**src/rtl/lkvc_pkg.sv**
```systemverilog
// Shared types and codes for the LRU key-value cache.
package lkvc_pkg;

   // Request word: one get or put.
   typedef struct packed {
      logic               action;
      logic signed [31:0] lookup_key;
      logic signed [31:0] store_value;
   } req_word_type;

   // Response word: result of one get.
   typedef struct packed {
      logic               hit;
      logic signed [31:0] read_value;
   } rsp_word_type;

   // Action codes.
   localparam logic ACT_GET = 1'b0;
   localparam logic ACT_PUT = 1'b1;

   // Sequencer states.
   typedef enum logic {
      ST_IDLE,
      ST_UPDATE
   } state_type;

   // Which cell an update targets.
   typedef enum logic [1:0] {
      OP_NONE,
      OP_TOUCH_HIT,
      OP_REPLACE_LRU,
      OP_FILL_FREE
   } cell_op_type;

   // Update command broadcast to every cell.
   typedef struct packed {
      cell_op_type        op;
      logic               write_key;
      logic               write_value;
      logic signed [31:0] key;
      logic signed [31:0] value;
   } cell_cmd_type;

   // Data handed from one cell to the next.
   typedef struct packed {
      logic               free_seen;
      logic               hit;
      logic signed [31:0] hit_value;
   } chain_type;

endpackage

```
**src/rtl/lkvc_cell.sv**
```systemverilog
// One cache entry: key, value, valid bit and recency rank.
module lkvc_cell #(
   parameter int RANK_W = 4
) (
   input  logic                   clock,
   input  logic                   reset,
   input  logic                   cmp_en,
   input  logic signed [31:0]     cmp_key,
   input  lkvc_pkg::cell_cmd_type cmd,
   input  logic [RANK_W-1:0]      ref_rank,
   input  lkvc_pkg::chain_type    chain_in,
   input  logic [RANK_W-1:0]      hit_rank_in,
   output lkvc_pkg::chain_type    chain_out,
   output logic [RANK_W-1:0]      hit_rank_out
);

   logic signed [31:0] key_ff,   key_in;
   logic signed [31:0] value_ff, value_in;
   logic               valid_ff, valid_in;
   logic               match_ff, match_in;
   logic [RANK_W-1:0]  rank_ff,  rank_in;
   logic               mine;
   logic               target;

   assign mine = valid_ff && match_ff;

   // Pass hit data and first-free token down the row
   always_comb begin
      chain_out.free_seen = chain_in.free_seen | ~valid_ff;
      chain_out.hit       = chain_in.hit | mine;
      chain_out.hit_value = chain_in.hit_value | (mine ? value_ff : 32'sd0);
      hit_rank_out        = hit_rank_in | (mine ? rank_ff : '0);
   end

   // Is this cell the one being written
   always_comb begin
      unique case (cmd.op)
         lkvc_pkg::OP_TOUCH_HIT:   target = mine;
         lkvc_pkg::OP_REPLACE_LRU: target = valid_ff && (rank_ff == ref_rank);
         lkvc_pkg::OP_FILL_FREE:   target = !valid_ff && !chain_in.free_seen;
         default:                  target = 1'b0;
      endcase
   end

   // Next state of the entry
   always_comb begin
      key_in   = key_ff;
      value_in = value_ff;
      valid_in = valid_ff;
      rank_in  = rank_ff;
      match_in = match_ff;
      if (cmp_en) begin
         match_in = (key_ff == cmp_key);
      end
      if (target) begin
         valid_in = 1'b1;
         rank_in  = '0;
         if (cmd.write_key) begin
            key_in = cmd.key;
         end
         if (cmd.write_value) begin
            value_in = cmd.value;
         end
      end else if (cmd.op != lkvc_pkg::OP_NONE && valid_ff && rank_ff < ref_rank) begin
         // younger entries age by one
         rank_in = rank_ff + 1'b1;
      end
   end

   always_ff @(posedge clock) begin
      if (reset) begin
         valid_ff <= 1'b0;
         rank_ff  <= '0;
         match_ff <= 1'b0;
      end else begin
         valid_ff <= valid_in;
         rank_ff  <= rank_in;
         match_ff <= match_in;
      end
      key_ff   <= key_in;
      value_ff <= value_in;
   end

endmodule

```
**src/rtl/lru_key_value_cache.sv**
```systemverilog
// LRU key-value cache: a row of entry cells under a two-state sequencer.
// Each word has two steps: accept (keys compared in every cell) and update
// (hit, LRU and first-free found along the cell row, ranks updated).
// No new word is taken until update is done. A get's response is registered
// when update ends, held until taken; a later get waits in update while held.
// Synchronous reset empties the cache and sets capacity to 16.
module lru_key_value_cache #(
   parameter int MAX_ENTRIES = 16
) (
   input  logic                   clock,
   input  logic                   reset,
   input  logic                   req_valid,
   output logic                   req_stall,
   input  lkvc_pkg::req_word_type req_word,
   output logic                   rsp_valid,
   input  logic                   rsp_stall,
   output lkvc_pkg::rsp_word_type rsp_word,
   input  logic                   csr_write_en,
   input  logic [4:0]             csr_write_data
);

   localparam int RANK_W = (MAX_ENTRIES > 1) ? $clog2(MAX_ENTRIES) : 1;
   localparam int CNT_W  = $clog2(MAX_ENTRIES + 1);

   lkvc_pkg::state_type    state_ff, state_in;
   lkvc_pkg::req_word_type req_ff, req_in;
   lkvc_pkg::rsp_word_type rsp_ff, rsp_in;
   logic                   rsp_valid_ff, rsp_valid_in;
   logic [4:0]             capacity_ff, capacity_in;
   logic [CNT_W-1:0]       count_ff, count_in;

   logic                   accept;
   logic                   go;
   logic [8:0]             cap_wide;
   logic [CNT_W-1:0]       eff_cap;
   logic                   full;
   lkvc_pkg::cell_cmd_type cmd;
   logic [RANK_W-1:0]      ref_rank;

   lkvc_pkg::chain_type    chain [0:MAX_ENTRIES];
   logic [RANK_W-1:0]      hit_rank [0:MAX_ENTRIES];

   assign accept    = req_valid && !req_stall;
   assign req_stall = (state_ff != lkvc_pkg::ST_IDLE);
   assign rsp_valid = rsp_valid_ff;
   assign rsp_word  = rsp_ff;

   assign chain[0]    = '0;
   assign hit_rank[0] = '0;

   // Row of entry cells
   for (genvar i = 0; i < MAX_ENTRIES; i++) begin : g_cell
      lkvc_cell #(.RANK_W(RANK_W)) u_cell (
         .clock        (clock),
         .reset        (reset),
         .cmp_en       (accept),
         .cmp_key      (req_word.lookup_key),
         .cmd          (cmd),
         .ref_rank     (ref_rank),
         .chain_in     (chain[i]),
         .hit_rank_in  (hit_rank[i]),
         .chain_out    (chain[i+1]),
         .hit_rank_out (hit_rank[i+1])
      );
   end

   // Effective capacity, clamped to 1..MAX_ENTRIES
   always_comb begin
      cap_wide = {4'd0, capacity_ff};
      if (cap_wide == 9'd0) begin
         cap_wide = 9'd1;
      end else if (cap_wide > 9'(MAX_ENTRIES)) begin
         cap_wide = 9'(MAX_ENTRIES);
      end
      eff_cap = cap_wide[CNT_W-1:0];
      full    = (count_ff >= eff_cap);
   end

   // Sequencer: next state, cell command and response
   always_comb begin
      state_in     = state_ff;
      req_in       = req_ff;
      rsp_in       = rsp_ff;
      rsp_valid_in = rsp_valid_ff && rsp_stall;
      count_in     = count_ff;
      capacity_in  = csr_write_en ? csr_write_data : capacity_ff;
      go           = 1'b0;
      cmd.op          = lkvc_pkg::OP_NONE;
      cmd.write_key   = 1'b0;
      cmd.write_value = 1'b0;
      cmd.key         = req_ff.lookup_key;
      cmd.value       = req_ff.store_value;
      ref_rank        = '0;

      unique case (state_ff)
         lkvc_pkg::ST_IDLE: begin
            if (accept) begin
               req_in   = req_word;
               state_in = lkvc_pkg::ST_UPDATE;
            end
         end
         lkvc_pkg::ST_UPDATE: begin
            go = (req_ff.action == lkvc_pkg::ACT_PUT) || !rsp_valid_ff || !rsp_stall;
            if (go) begin
               state_in = lkvc_pkg::ST_IDLE;
               if (chain[MAX_ENTRIES].hit) begin
                  cmd.op          = lkvc_pkg::OP_TOUCH_HIT;
                  cmd.write_value = (req_ff.action == lkvc_pkg::ACT_PUT);
                  ref_rank        = hit_rank[MAX_ENTRIES];
               end else if (req_ff.action == lkvc_pkg::ACT_PUT) begin
                  cmd.write_key   = 1'b1;
                  cmd.write_value = 1'b1;
                  if (full) begin
                     cmd.op   = lkvc_pkg::OP_REPLACE_LRU;
                     ref_rank = RANK_W'(count_ff - 1'b1);
                  end else begin
                     cmd.op   = lkvc_pkg::OP_FILL_FREE;
                     ref_rank = RANK_W'(count_ff);
                     count_in = count_ff + 1'b1;
                  end
               end
               if (req_ff.action == lkvc_pkg::ACT_GET) begin
                  rsp_valid_in      = 1'b1;
                  rsp_in.hit        = chain[MAX_ENTRIES].hit;
                  rsp_in.read_value = chain[MAX_ENTRIES].hit_value;
               end
            end
         end
         default: begin
            state_in = lkvc_pkg::ST_IDLE;
         end
      endcase
   end

   always_ff @(posedge clock) begin
      if (reset) begin
         state_ff     <= lkvc_pkg::ST_IDLE;
         rsp_valid_ff <= 1'b0;
         count_ff     <= '0;
         capacity_ff  <= 5'd16;
      end else begin
         state_ff     <= state_in;
         rsp_valid_ff <= rsp_valid_in;
         count_ff     <= count_in;
         capacity_ff  <= capacity_in;
      end
      req_ff <= req_in;
      rsp_ff <= rsp_in;
   end

endmodule

```
**config.mk**
```make
export PLATFORM = sky130hd
export DESIGN_NAME = lru_key_value_cache
export DESIGN_NICKNAME = d
export VERILOG_FILES = /design/src/rtl/lkvc_pkg.sv /design/src/rtl/lkvc_cell.sv /design/src/rtl/lru_key_value_cache.sv
export SDC_FILE = /design/constraint.sdc
export NUM_CORES = 1
export LEC_CHECK = 0
export BUFFER_PORTS_ARGS = -buffer_cell sky130_fd_sc_hd__buf_4
export CELL_PAD_IN_SITES_DETAIL_PLACEMENT = 1
export CELL_PAD_IN_SITES_GLOBAL_PLACEMENT = 2
export CORE_AREA = 3 3 346 348
export CTS_BUF_LIST = sky130_fd_sc_hd__clkbuf_8
export DETAILED_ROUTE_END_ITERATION = 6
export DIE_AREA = 0 0 349 351
export GPL_ROUTABILITY_DRIVEN = 0
export GPL_TIMING_DRIVEN = 1
export PLACE_DENSITY_LB_ADDON = 0.2
export SLEW_MARGIN = 20
export SYNTH_ARGS = -nofsm -noshare
export SYNTH_HDL_FRONTEND = slang
export SYNTH_HIERARCHICAL = 1
export SYNTH_SLANG_ARGS = --single-unit
export TNS_END_PERCENT = 50
```
**constraint.sdc**
```tcl
create_clock -name clock -period 8.5 [get_ports clock]
set_input_delay 1.275 -clock clock [delete_from_list [all_inputs] [get_ports clock]]
set_output_delay 1.275 -clock clock [all_outputs]
set_load 0.01 [all_outputs]
```
Word-level counts from Yosys, hierarchy flattened:

Cells that the tools add are included.

* reduce and logical (&&, ||, !) cells: 169
* bitwise gates (word level): 78
* mux-type cells: 68
* add/sub/neg operators: 18
* eq/ne operators: 35
* $lt $le $gt $ge: 18

Operator list (count)
* equality test 32 bit: 16
* 2-to-1 mux 32 bit: 16
* OR 32 bit: 15
* 2-to-1 mux 4 bit: 24
* logical AND 1 bit: 81
* AND reduction 2 bit: 33
* adder 4 x 1 -> 4 bit (second input constant): 16
* equality test 4 bit: 16
* less-than comparator 4 bit: 16
* OR 4 bit: 15
* case mux 1 bit (3 select lines): 16
* zero test 1 bit: 33
* OR reduction 2 bit: 16
* OR 1 bit: 29
* NOT 1 bit: 19
* 2-to-1 mux 5 bit: 2
* 2-to-1 mux 1 bit: 8
* adder 5 x 1 -> 5 bit (second input constant): 1
* greater-or-equal comparator 5 bit: 1
* greater-than comparator 5 bit (second input constant): 1
* zero test 5 bit: 1
* AND reduction 5 bit: 1
* equality test 2 bit (second input constant): 2
* subtractor 4 x 1 -> 4 bit (second input constant): 1
* other kinds (6): 7

* logic and storage cells: 475
* input bits: 75
* flip-flop bits (word level): 1230
* output and inout port bits: 35

Logic depth before layout (Yosys ltp):

Gate-level depths: netlist of run 1.

* depth in word-level cells: 24
* depth in mapped cells: 29
* mapped depth without buffers: 28

Modules after synthesis:

Netlist of run 1, hierarchy kept.

Modules (own cells, without submodules)
* lkvc_cell at g_cell[15].u_cell ...: times used 10, cells each 194, area an instance 2975.4 sq um
* lkvc_cell at g_cell[0].u_cell ...: times used 6, cells each 194, area an instance 2979.1 sq um
* lru_key_value_cache: times used 1, cells each 195, area an instance 3751.1 sq um

Least setup slack after synthesis of run 1:

No wires, ideal clock.

* path type: reg-to-reg
* start point: register g_cell[0].u_cell.valid_ff
* end point: register g_cell[15].u_cell.key_ff[0] (enable)
* slack: -0.509 ns
* cell stages (with the launch flop): 29
* data required time: 8.108 ns
* arrival: 8.617 ns
* library setup time: 0.392 ns
* cells stage by stage: dfxtp_1 and2_1 buf_2 or2_2 or2_2 or2_2 or2_2 or2_2 or2_2 or2_2 or2_2 or2_2 or2_2 or2_2 or2_2 or2_2 or2_2 or2_2 or2_2 nand2b_1 inv_2 o2111ai_1 nand3_1 inv_1 ha_1 and4_1 a31oi_1 a21oi_1 and2_1

RTL lines
* start: declaration: RTL line lkvc_cell.sv:19 `logic valid_ff, valid_in;`
* start signal: assignment: RTL line lkvc_cell.sv:76 `valid_ff <= valid_in;`
* end signal: assignment: RTL line lkvc_cell.sv:80 `key_ff <= key_in;`
* end: declaration: RTL line lkvc_cell.sv:17 `logic signed [31:0] key_ff, key_in;`

==> impl_metrics.csv, run 1 <==
group,metric,value,unit
setup_path,r2r-start,"g_cell[0].u_cell/valid_ff",
setup_path,critPathLaunch,"g_cell[0].u_cell/valid_ff",
worst_hold_path,min_from,"g_cell[2].u_cell/match_ff",
timing,final-hold-violation-count,0,
clocking,clk_path_buf_depth,3,
outcome,outcome,"finished clean",
route,drtAntennaViolNets,0,
power_and_ir_drop,pwr_density_cell,208.7,nW/µm²
cells_and_area,fillers,11200,
timing,rsz0062_at_grt,"no",
cells_and_area,final_layout_size_suffix_gt1_share,14.69,%
route,wl,136300,µm
setup_path,worstSetupEndpointType,"register",
route,top_layer,"met4",
setup_path,critical_path_class,"register to register",
clocking,cts_root_buf,"clkbuf_8",
setup_path,crit_slowest_cell,"ha_1",
clocking,cts_tree,"done",
global_routing,grt_overflow,0,
power_and_ir_drop,peakVddDrop,173.6,µV
route,wl_met2,75190,µm
die,die_w,349,µm
die,start_util,44.09,%
timing,relSlewSlack,21.63,%
job,max-cap-violations,0,
die,dieArea,122500,µm²
worst_hold_path,hold_path_class,"register to register",
route,drt_iter0_drc,1744,
global_routing,grt_antenna_before_repair,1,
synthesis,synth_cells,3298,
timing,clock-skew-final,36.29,ps
cells_and_area,fin_area,58770,µm²
clocking,clock_latency,900,ps
clocking,cts_resized,0,
synthesis,synth_area_per_cell,15.58,µm²
timing,final.setup.tns,0,ps
route,drt-pass1-iter-count,5,
setup_path,crit_top_cell,"or2_2",
placement,hpwl,85700,µm
route,wl_per_cell,25.50,µm
timing,setup_violations,0,
cells_and_area,multiInputGateArea,15120,µm²
die,ios,110,
cells_and_area,register_area,35850,µm²
clocking,numCtsBuffers,200,
setup_path,cp_data_arrival_time,8680,ps
timing,max_freq,123.3,MHz
global_routing,grt_pass1_vias,32110,
global_routing,grt_pass1_wl,203100,µm
route,met3_length,4297,µm
die,die_h,351,µm
route,drt-met1-wl,52990,µm
clocking,h-tree-depth,4,
placement,placed_cell_area,54950,µm²
setup_path,required,9070,ps
global_routing,grt_usage,22.46,%
route,drt_drc_violations_left,0,
timing,holdWs,461.1,ps
timing,slew_viol_final,0,
setup_path,critPathMaxFanout,32,
timing,worst_pin_slew,1165,ps
route,viasPerCell,5.402,
global_routing,grt_max_degree,99,
die,fp.coreArea,116500,µm²
clocking,path_clk_slew,60,ps
setup_path,start_kind,"register",
setup_path,cpPeakStageDelay,360,ps
route,vias,28870,
cells_and_area,fin_nets,3809,
power_and_ir_drop,power_leakage,22.04,nW
clocking,cts_setup_buffers,0,
synthesis,yosys_warnings,6,
timing,fin_crit,8113,ps
clocking,clkSinkCount,1230,
clocking,cts_hold_buf,0,
placement,port_buffers,109,
cells_and_area,syn2layout_area_growth,14.40,%
synthesis,syn-cell-area,51370,µm²
timing,post-route-period-util,95.45,%
die,rows,125,
-- registers in the layout (all words and copies together) (netlist names) --
register	cells
g_cell.u_cell/key_ff	512
g_cell.u_cell/value_ff	512
cmd	64
g_cell.u_cell/rank_ff	64
rsp_word	33
g_cell.u_cell/match_ff	16
g_cell.u_cell/valid_ff	16
capacity_ff	5
count_ff	5
req_ff	1
req_stall	1
rsp_valid	1
-- worst max-delay path, delay by kind of cell, from the launching register on --
kind,cells,cell delay (ps)
buffers and inverters,4,660
flip-flops,1,350
AND/OR/NAND/NOR,21,5770
adder cells (fa/ha/maj),1,360
AO/OA/AOI/OAI,3,580
-- worst paths after layout --
check,end,slack (ps),cells past startpoint
worst max-delay path,g_cell[5].u_cell/key_ff[24],390,29
worst max register to register,g_cell[5].u_cell/key_ff[24],390,29
worst min-delay path,g_cell[2].u_cell/match_ff,460,2
worst min register to register,g_cell[2].u_cell/match_ff,460,2
-- where the power goes --
part	internal, mW	total [mW]	switching, mW	leakage (nW)
sequential	6.68	6.81	0.138	11.0
combinational	0.245	0.586	0.340	8.78
clock	2.50	4.87	2.37	2.25
total	9.42	12.3	2.85	22.0
-- per-stage QoR --
stage	setup slack (ps)	power (mW)	utilization (%)	std cells
floorplan	120.8	7.191	-	3336
detailed placement	344.1	7.538	47.16	4968
global placement	346.9	7.513	47.16	4968
CTS	284.6	12.44	50.41	5342
finish	386.7	12.27	50.44	5345
global route	0.7310	12.75	50.44	5344
-- layer usage --
metal	global-route usage (%)	up-vias
li1	-	13120
met1	25.33	14980
met2	43.09	551
met3	3.313	217
met4	7.597	0
met5	0	-
-- area by class of cell --
class                           instances  share of cell area, %
Multi-Input combinational cell       1952                  25.72
Antenna cell                            2               0.008516
Clock buffer                          216                  5.058
Timing Repair Buffer                  175                  3.002
Tap cell                             1524                  3.244
Clock inverter                        158                  1.397
Sequential cell                      1230                  61.01
Inverter                               88                 0.5663
-- cell usage in the layout (no fill, tap or decap), types with 18 or more instances in the layout --
master,instances
edfxtp_1,1122
a21o_1,577
xnor2_1,386
clkbuf_8,216
xor2_1,176
inv_1,172
buf_4,139
dfxtp_1,108
nand4_1,96
ha_1,87
nor2_1,74
nor3_1,66
nand3_1,52
and2_2,49
nor4_1,44
nand2_1,42
conb_1,39
mux2i_1,38
clkinv_1,36
buf_12,36
o21ai_0,21
clkinv_2,18
(Power assumes the default switching activity.)
==> run 2, diff against run 1 <==
--- a/config.mk
+++ b/config.mk
@@ -8,16 +8,15 @@
 export BUFFER_PORTS_ARGS = -buffer_cell sky130_fd_sc_hd__buf_4
 export CELL_PAD_IN_SITES_DETAIL_PLACEMENT = 1
 export CELL_PAD_IN_SITES_GLOBAL_PLACEMENT = 2
-export CORE_AREA = 3 3 346 348
+export CORE_AREA = 3 3 340 342
 export CTS_BUF_LIST = sky130_fd_sc_hd__clkbuf_8
 export DETAILED_ROUTE_END_ITERATION = 6
-export DIE_AREA = 0 0 349 351
+export DIE_AREA = 0 0 343 345
 export GPL_ROUTABILITY_DRIVEN = 0
 export GPL_TIMING_DRIVEN = 1
 export PLACE_DENSITY_LB_ADDON = 0.2
 export SLEW_MARGIN = 20
 export SYNTH_ARGS = -nofsm -noshare
 export SYNTH_HDL_FRONTEND = slang
-export SYNTH_HIERARCHICAL = 1
 export SYNTH_SLANG_ARGS = --single-unit
 export TNS_END_PERCENT = 50
==> run 2 against run 1 <==
Total power decreased by 0.31%. Critical path type unchanged. Die area is 3.4% lower. Highest routed layer is now met5. Largest power group unchanged. Sequential power decreased by 1%. Hold slack lost 13 ps. Core utilization fell by 0.24 points. Synthesized cell count decreased by 5.8%.
==> impl_metrics.csv, run 2 <==
group,metric,value,unit
outcome,outcome,"finished clean",
timing,worst_pin_slew,1184,ps
timing,fin_ws,2842,ps
cells_and_area,mostFrequentLayoutCells,"edfxtp_1, xor2_1, clkbuf_8",
global_routing,grt_overflow,0,
synthesis,synthFlopType,"edfxtp_1",
cells_and_area,fillers,10770,
global_routing,grt_max_degree,40,
job,max-cap-violations,0,
power_and_ir_drop,totalPowerFinal,12.23,mW
timing,clock-skew-final,44.55,ps
power_and_ir_drop,p_int,9.360,mW
timing,rsz0062_at_grt,"no",
global_routing,grt_pass1_vias,31810,
clocking,cts_setup_buffers,0,
synthesis,syn-num-nets,3270,
setup_path,critPathMaxFanout,33,
timing,setup_violations,0,
setup_path,crit_slowest_cell,"o21a_2",
power_and_ir_drop,power.switching,2.867,mW
worst_hold_path,hold_path_class,"register to register",
clocking,numCtsBuffers,201,
setup_path,crit_top_cell,"nor2_1",
cells_and_area,final_layout_size_suffix_gt1_share,14.90,%
synthesis,ys_types,67,
power_and_ir_drop,power_leakage,18.85,nW
power_and_ir_drop,clkPwrFrac,41.1,%
synthesis,yosysMostFrequentCell,"edfxtp_1",
die,rows,123,
die,die_w,343,µm
setup_path,cpPeakStageDelay,890,ps
worst_hold_path,hold_depth,0,
global_routing,grt_usage,28.11,%
route,drtAntennaViolNets,0,
power_and_ir_drop,seqPwrFrac,55.1,%
clocking,clock_latency,890,ps
synthesis,ys_async_sr_fraction,0,%
power_and_ir_drop,combinationalPowerShare,3.8,%
cells_and_area,fin_nets,3513,
cells_and_area,register_area,35850,µm²
setup_path,cp_data_arrival_time,6150,ps
placement,port_buffers,109,
synthesis,syn-cell-area,49540,µm²
route,viasPerCell,6.073,
setup_path,required,8990,ps
cells_and_area,syn2layout_area_growth,14.16,%
setup_path,cp_num_cells,18,
global_routing,grt_pass1_wl,236300,µm
power_and_ir_drop,peakVddDrop,129.8,µV
synthesis,ys_ff_latch,1230,
setup_path,crit_chain,"nor3_1 > nor2_1 > nor2_1 > ha_1 > nor2b_1 > o21ai_1 > a21oi_1 > nor4_1 > xnor2_1 > nor2_1 > o21ai_1 > buf_4 > ha_1 > and3_1 > nand3_1 > o32a_1 > inv_2 > o21a_2",
route,wl_per_cell,33.50,µm
synthesis,synth_area_per_cell,15.94,µm²
die,die_h,345,µm
cells_and_area,multiInputGateArea,13170,µm²
setup_path,critPathLaunch,"capacity_ff[1]",
timing,final.setup.tns,0,ps
clocking,clkSinkCount,1230,
clocking,clk_path_buf_depth,3,
synthesis,synth_top_area_share,68.01,%
synthesis,ys_top_cells_by_count,"edfxtp_1, xor2_1, a221oi_1, a22o_1, clkbuf_1",
synthesis,yosys_warnings,0,
route,drt-pass1-iter-count,6,
clocking,cts_hold_buf,0,
setup_path,r2r-end,"g_cell[4].u_cell.value_ff[9]",
setup_path,regToRegSetupSlack,2840,ps
synthesis,yosysTopAreaCell,"edfxtp_1",
clocking,path_clk_slew,60,ps
setup_path,cp_num_buf_inv,2,
timing,final-hold-violation-count,0,
setup_path,cp-endpoint,"g_cell[4].u_cell.value_ff[9]",
synthesis,synth_edf_count,1122,
power_and_ir_drop,pwr_density_cell,216.2,nW/µm²
timing,holdWs,448.2,ps
die,start_util,43.98,%
placement,placed_cells,4644,
cells_and_area,largestRegisters,"g_cell.u_cell.key_ff (512), g_cell.u_cell.value_ff (512)",
global_routing,grt_antenna_before_repair,6,
placement,hpwl,97580,µm
synthesis,synth_cells,3108,
clocking,cts_root_buf,"clkbuf_8",
setup_path,r2r-start,"capacity_ff[1]",
setup_path,start_kind,"register",
cells_and_area,layout_commonest_cell,"edfxtp_1",
timing,slew_viol_final,0,
timing,fin_crit,5658,ps
clocking,h-tree-depth,4,
setup_path,worstSetupEndpointType,"register",
timing,relSlewSlack,21.05,%
placement,pre_cts_ws,2917,ps
timing,max_freq,176.7,MHz
setup_path,r2r_cells,18,
route,drt_drc_violations_left,0,
timing,post-route-period-util,66.56,%
setup_path,critical_path_class,"register to register",
cells_and_area,fin_cells,5013,
die,fp.coreArea,112700,µm²
synthesis,seq_area_frac_synth,72.37,%
synthesis,synth_area_leaders,"edfxtp_1, xor2_1, dfxtp_1",
route,drt_iter0_drc,3022,
setup_path,crit_family,"compound AO/OA/AOI/OAI gates",
clocking,cts_tree,"done",
die,dieArea,118300,µm²
clocking,cts_resized,0,
power_and_ir_drop,switching_share,23.45,%
die,ios,110,
route,wl,167900,µm
route,vias,30440,
run 2: logic make-up after synthesis:
family,Yosys count,share of synthesized area (%)
and+or+nand+nor,535,5.981
DFF,1230,72.37
AOI/OAI and AO/OA,481,7.728
xor gates and xnor gates,551,9.741
adders and majority gates,87,2.197
buffers and inverters,206,1.616
muxes,18,0.3637
run 2: worst register-to-register path, stage by stage (launching register included):
cell     delay (ps)
dfxtp_1         320
nor3_1          220
nor2_1           70
nor2_1          110
ha_1            250
nor2b_1         140
o21ai_1         160
a21oi_1         690
nor4_1          130
xnor2_1         170
nor2_1           80
o21ai_1         380
buf_4           310
ha_1            170
and3_1          180
nand3_1         100
o32a_1          270
inv_2           590
o21a_2          890
run 2: through the flow:
step | cell area [µm²] | util [%]
4_1_cts | 56460 | 50.12
2_1_floorplan | 49540 | -
3_3_place_gp | 52480 | 46.58
6_report | 56560 | 50.21
3_5_place_dp | 52610 | 46.70
5_1_grt | 56550 | 50.20
run 2: layer usage:
metal,vias to the layer above,wire length [µm],track usage (%)
li1,12640,-,-
met1,16150,67460,36.72
met2,1322,83330,47.51
met3,333,11350,4.480
met4,2,5786,10.06
met5,-,17,0
run 2: area by class of cell:
| cell class | instances | area share [%] |
|---|---|---|
| inverter | 50 | 0.3363 |
| tap | 1500 | 3.318 |
| sequential | 1230 | 63.39 |
| clock buffer | 211 | 5.135 |
| multi-input combinational | 1672 | 23.29 |
| antenna | 3 | 0.01327 |
| clock inverter | 151 | 1.670 |
| timing repair buffer | 196 | 2.845 |
run 2: worst min-delay path by stage:
stage | start | to
6_report | cmd[46] | g_cell[2].u_cell.key_ff[14]
5_1_grt | cmd[46] | g_cell[2].u_cell.key_ff[14]
4_1_cts | g_cell[7].u_cell.match_ff | g_cell[7].u_cell.match_ff
3_5_place_dp | g_cell[14].u_cell.match_ff | g_cell[14].u_cell.match_ff
3_3_place_gp | cmd[57] | g_cell[6].u_cell.key_ff[25]
2_1_floorplan | g_cell[0].u_cell.match_ff | g_cell[0].u_cell.match_ff
run 2: power by group through the flow:
| stage | sequential, mW | combinational (mW) | clock (mW) |
|---|---|---|---|
| finish | 6.74 | 0.465 | 5.02 |
| global route | 6.74 | 0.481 | 5.39 |
| CTS | 6.74 | 0.457 | 5.11 |
| detailed placement | 6.87 | 0.455 | 0 |
| global placement | 6.87 | 0.428 | 0 |
| floorplan | 6.82 | 0.208 | 0 |
==> run 3, diff against run 2 <==
--- a/config.mk
+++ b/config.mk
@@ -5,13 +5,14 @@
 export SDC_FILE = /design/constraint.sdc
 export NUM_CORES = 1
 export LEC_CHECK = 0
+export ABC_AREA = 1
 export BUFFER_PORTS_ARGS = -buffer_cell sky130_fd_sc_hd__buf_4
 export CELL_PAD_IN_SITES_DETAIL_PLACEMENT = 1
 export CELL_PAD_IN_SITES_GLOBAL_PLACEMENT = 2
-export CORE_AREA = 3 3 340 342
+export CORE_AREA = 3 3 351 353
 export CTS_BUF_LIST = sky130_fd_sc_hd__clkbuf_8
 export DETAILED_ROUTE_END_ITERATION = 6
-export DIE_AREA = 0 0 343 345
+export DIE_AREA = 0 0 354 356
 export GPL_ROUTABILITY_DRIVEN = 0
 export GPL_TIMING_DRIVEN = 1
 export PLACE_DENSITY_LB_ADDON = 0.2
==> constraint.sdc (replaced) <==
create_clock -name clock -period 4.6 [get_ports clock]
set_input_delay 0.69 -clock clock [delete_from_list [all_inputs] [get_ports clock]]
set_output_delay 0.69 -clock clock [all_outputs]
set_load 0.01 [all_outputs]
==> run 3 against run 2 <==
Total power rose by 83%. Synthesized cell count grew 25%. Core utilization is 1.3 points lower. Die area is 6.5% higher. Clock power grew 78%. Critical path type unchanged. Largest cell class unchanged. Largest power group unchanged. Highest routed layer unchanged.
==> impl_metrics.csv, run 3 <==
group,metric,value,unit
outcome,outcome,"finished clean",
global_routing,grt_antenna_before_repair,6,
power_and_ir_drop,pwr_density_cell,381.6,nW/µm²
clocking,path_clk_slew,60,ps
synthesis,synth_edf_count,1122,
synthesis,ys_ff_latch,1230,
route,drt_drc_violations_left,0,
route,drt-pass1-iter-count,6,
route,top_layer,"met5",
timing,worst_pin_slew,1224,ps
synthesis,syn-cell-area,50550,µm²
timing,fin_crit,4316,ps
setup_path,cp_data_arrival_time,4890,ps
route,wl,172100,µm
timing,post-route-period-util,93.83,%
cells_and_area,final_util,48.94,%
power_and_ir_drop,combinationalPowerShare,4.1,%
cells_and_area,fin_area,58790,µm²
placement,placed_cell_area,54350,µm²
placement,port_buffers,109,
route,vias,34280,
setup_path,worstSetupEndpointType,"register",
clocking,cts_tree,"done",
cells_and_area,final_layout_size_suffix_gt1_share,13.48,%
global_routing,grt_usage,26.97,%
timing,relSlewSlack,18.41,%
synthesis,seq_area_frac_synth,70.92,%
timing,rsz0062_at_grt,"yes",
synthesis,synth_area_leaders,"edfxtp_1, nand2_1, dfxtp_1",
synthesis,ys_top_cells_by_count,"edfxtp_1, nand2_1, inv_1",
global_routing,grt_pass1_wl,245600,µm
job,max-cap-violations,0,
setup_path,start_kind,"register",
synthesis,synth_area_per_cell,13.02,µm²
die,ios,110,
route,drt_iter0_drc,3082,
power_and_ir_drop,power.switching,5.495,mW
die,die_w,354,µm
clocking,clk_path_buf_depth,3,
synthesis,yosysMostFrequentCell,"edfxtp_1",
global_routing,grt_pass1_vias,35020,
placement,pre_cts_ws,-38.36,ps
cells_and_area,syn2layout_area_growth,16.30,%
die,dieArea,126000,µm²
timing,fin_ws,283.8,ps
setup_path,required,5170,ps
die,fp.coreArea,120100,µm²
die,rows,127,
placement,hpwl,107300,µm
synthesis,yosysTopAreaCell,"edfxtp_1",
power_and_ir_drop,seqPwrFrac,55.9,%
global_routing,grt_overflow,0,
synthesis,synth_top_area_share,66.65,%
setup_path,critical_path_class,"register to register",
die,die_h,356,µm
timing,final-hold-violation-count,0,
cells_and_area,mostFrequentLayoutCells,"edfxtp_1, nand2_1, inv_1",
clocking,numCtsBuffers,204,
timing,clock-skew-final,55.12,ps
cells_and_area,layout_commonest_cell,"edfxtp_1",
power_and_ir_drop,totalPowerFinal,22.44,mW
global_routing,grt_max_degree,46,
synthesis,yosys_warnings,0,
synthesis,synthFlopType,"edfxtp_1",
synthesis,ys_async_sr_fraction,0,%
clocking,clkSinkCount,1230,
cells_and_area,fin_nets,4398,
route,viasPerCell,5.692,
synthesis,ys_types,57,
route,met3_length,11810,µm
synthesis,synth_cells,3883,
clocking,h-tree-depth,4,
route,drtAntennaViolNets,0,
clocking,clock_latency,930,ps
setup_path,critPathMaxFanout,32,
route,wl_met2,82390,µm
timing,max_freq,231.7,MHz
worst_hold_path,hold_path_class,"primary input to register",
power_and_ir_drop,peakVddDrop,342.0,µV
power_and_ir_drop,p_int,16.94,mW
route,drt-met1-wl,73550,µm
timing,slew_viol_final,0,
power_and_ir_drop,power_leakage,20.65,nW
route,wl_per_cell,28.58,µm
die,start_util,42.08,%
power_and_ir_drop,switching_share,24.49,%
timing,setup_violations,0,
synthesis,syn-num-nets,4045,
cells_and_area,largestRegisters,"g_cell.u_cell.key_ff (512), g_cell.u_cell.value_ff (512)",
clocking,cts_root_buf,"clkbuf_8",
power_and_ir_drop,clkPwrFrac,39.9,%
-- run 3: cell count changes after synthesis, moves of 47 or more --
cell	delta
nand2_1	+663
xor2_1	-255
inv_1	+184
o21ai_0	+126
nor2_1	+111
a22o_1	-91
nand3_1	+91
a21oi_1	+78
nor4_1	-71
o22ai_1	+52
a221oi_1	-47
-- run 3: kinds of logic (layout without fill, tap and decap cells) --
logic type               after synthesis  in the layout  share of synthesized area, %
AO/OA/AOI/OAI                        616            617                         8.096
XOR/XNOR                             257            257                         4.453
adder cells (fa/ha/maj)               87             87                         2.153
buffers and inverters                398            920                         3.096
flip-flops                          1230           1230                         70.92
other                                  0              4                             0
AND/OR/NAND/NOR                     1295           1295                         11.28
-- run 3: final timing paths --
kind / startpoint / end / slack [ps] / cells after the start
worst min-delay path: req_word[57] / cmd[57] / 90 / 1
worst max register to register: capacity_ff[0] / g_cell[13].u_cell.value_ff[8] / 280 / 21
worst max-delay path: capacity_ff[0] / g_cell[13].u_cell.value_ff[8] / 280 / 21
worst min register to register: count_ff[4] / count_ff[4] / 490 / 2
-- run 3: worst max-delay path: stages, from the launching register on --
cell	delay (ps)
dfxtp_1	320
or4_1	540
nand2_1	110
nand2_1	60
ha_1	310
nand2_1	80
nand2_1	50
nand2_1	110
nand4_4	170
nand2_1	90
o21ai_0	70
nor2_1	150
o21a_2	190
buf_12	120
o41ai_2	140
buf_4	200
ha_1	260
nand2_1	70
nor2_1	200
nand2_1	160
a31oi_4	250
buf_12	270
-- run 3: power by group through the flow --
stage	clock, mW	combinational [mW]	sequential, mW
final	8.96	0.922	12.6
after global routing	9.66	0.986	12.6
after CTS	9.17	0.905	12.6
after detailed placement	0	0.871	12.8
after global placement	0	0.851	12.8
after floorplan	0	0.464	12.6
-- run 3: area by class of cell --
type                            instances  area [µm²]
Fill cell                           12320       61340
Sequential cell                      1230       35850
Multi-Input combinational cell       2256       13490
Clock buffer                          207        2849
Timing Repair Buffer                  280        2714
Tap cell                             1612        2017
Inverter                              264       996.0
Clock inverter                        169       858.3
Antenna cell                            4       10.01
-- run 3: repair_timing --
action                     4_1_cts  5_1_grt
hold endpoints to repair        43        0
cloned                           0        5
setup buffers                    0       10
resized for setup                1       12
hold buffers                    45        0
pin swaps                        0        6
setup endpoints to repair        2      463
-- run 3: stage by stage --
stage	cells	hold slack, ps	TNS, ps
final	6022	93.85	0
after global routing	6022	26.35	-719.1
after CTS	6002	7.456	0
after detailed placement	5581	466.4	-71.93
after global placement	5578	457.8	-32.75
after floorplan	3883	445.4	0
-- run 3: metal layers --
metal	up-vias	GRT usage [%]
li1	15010	-
met3	272	4.642
met4	2	7.637
met5	-	0
met1	17730	36.73
met2	1263	44.66
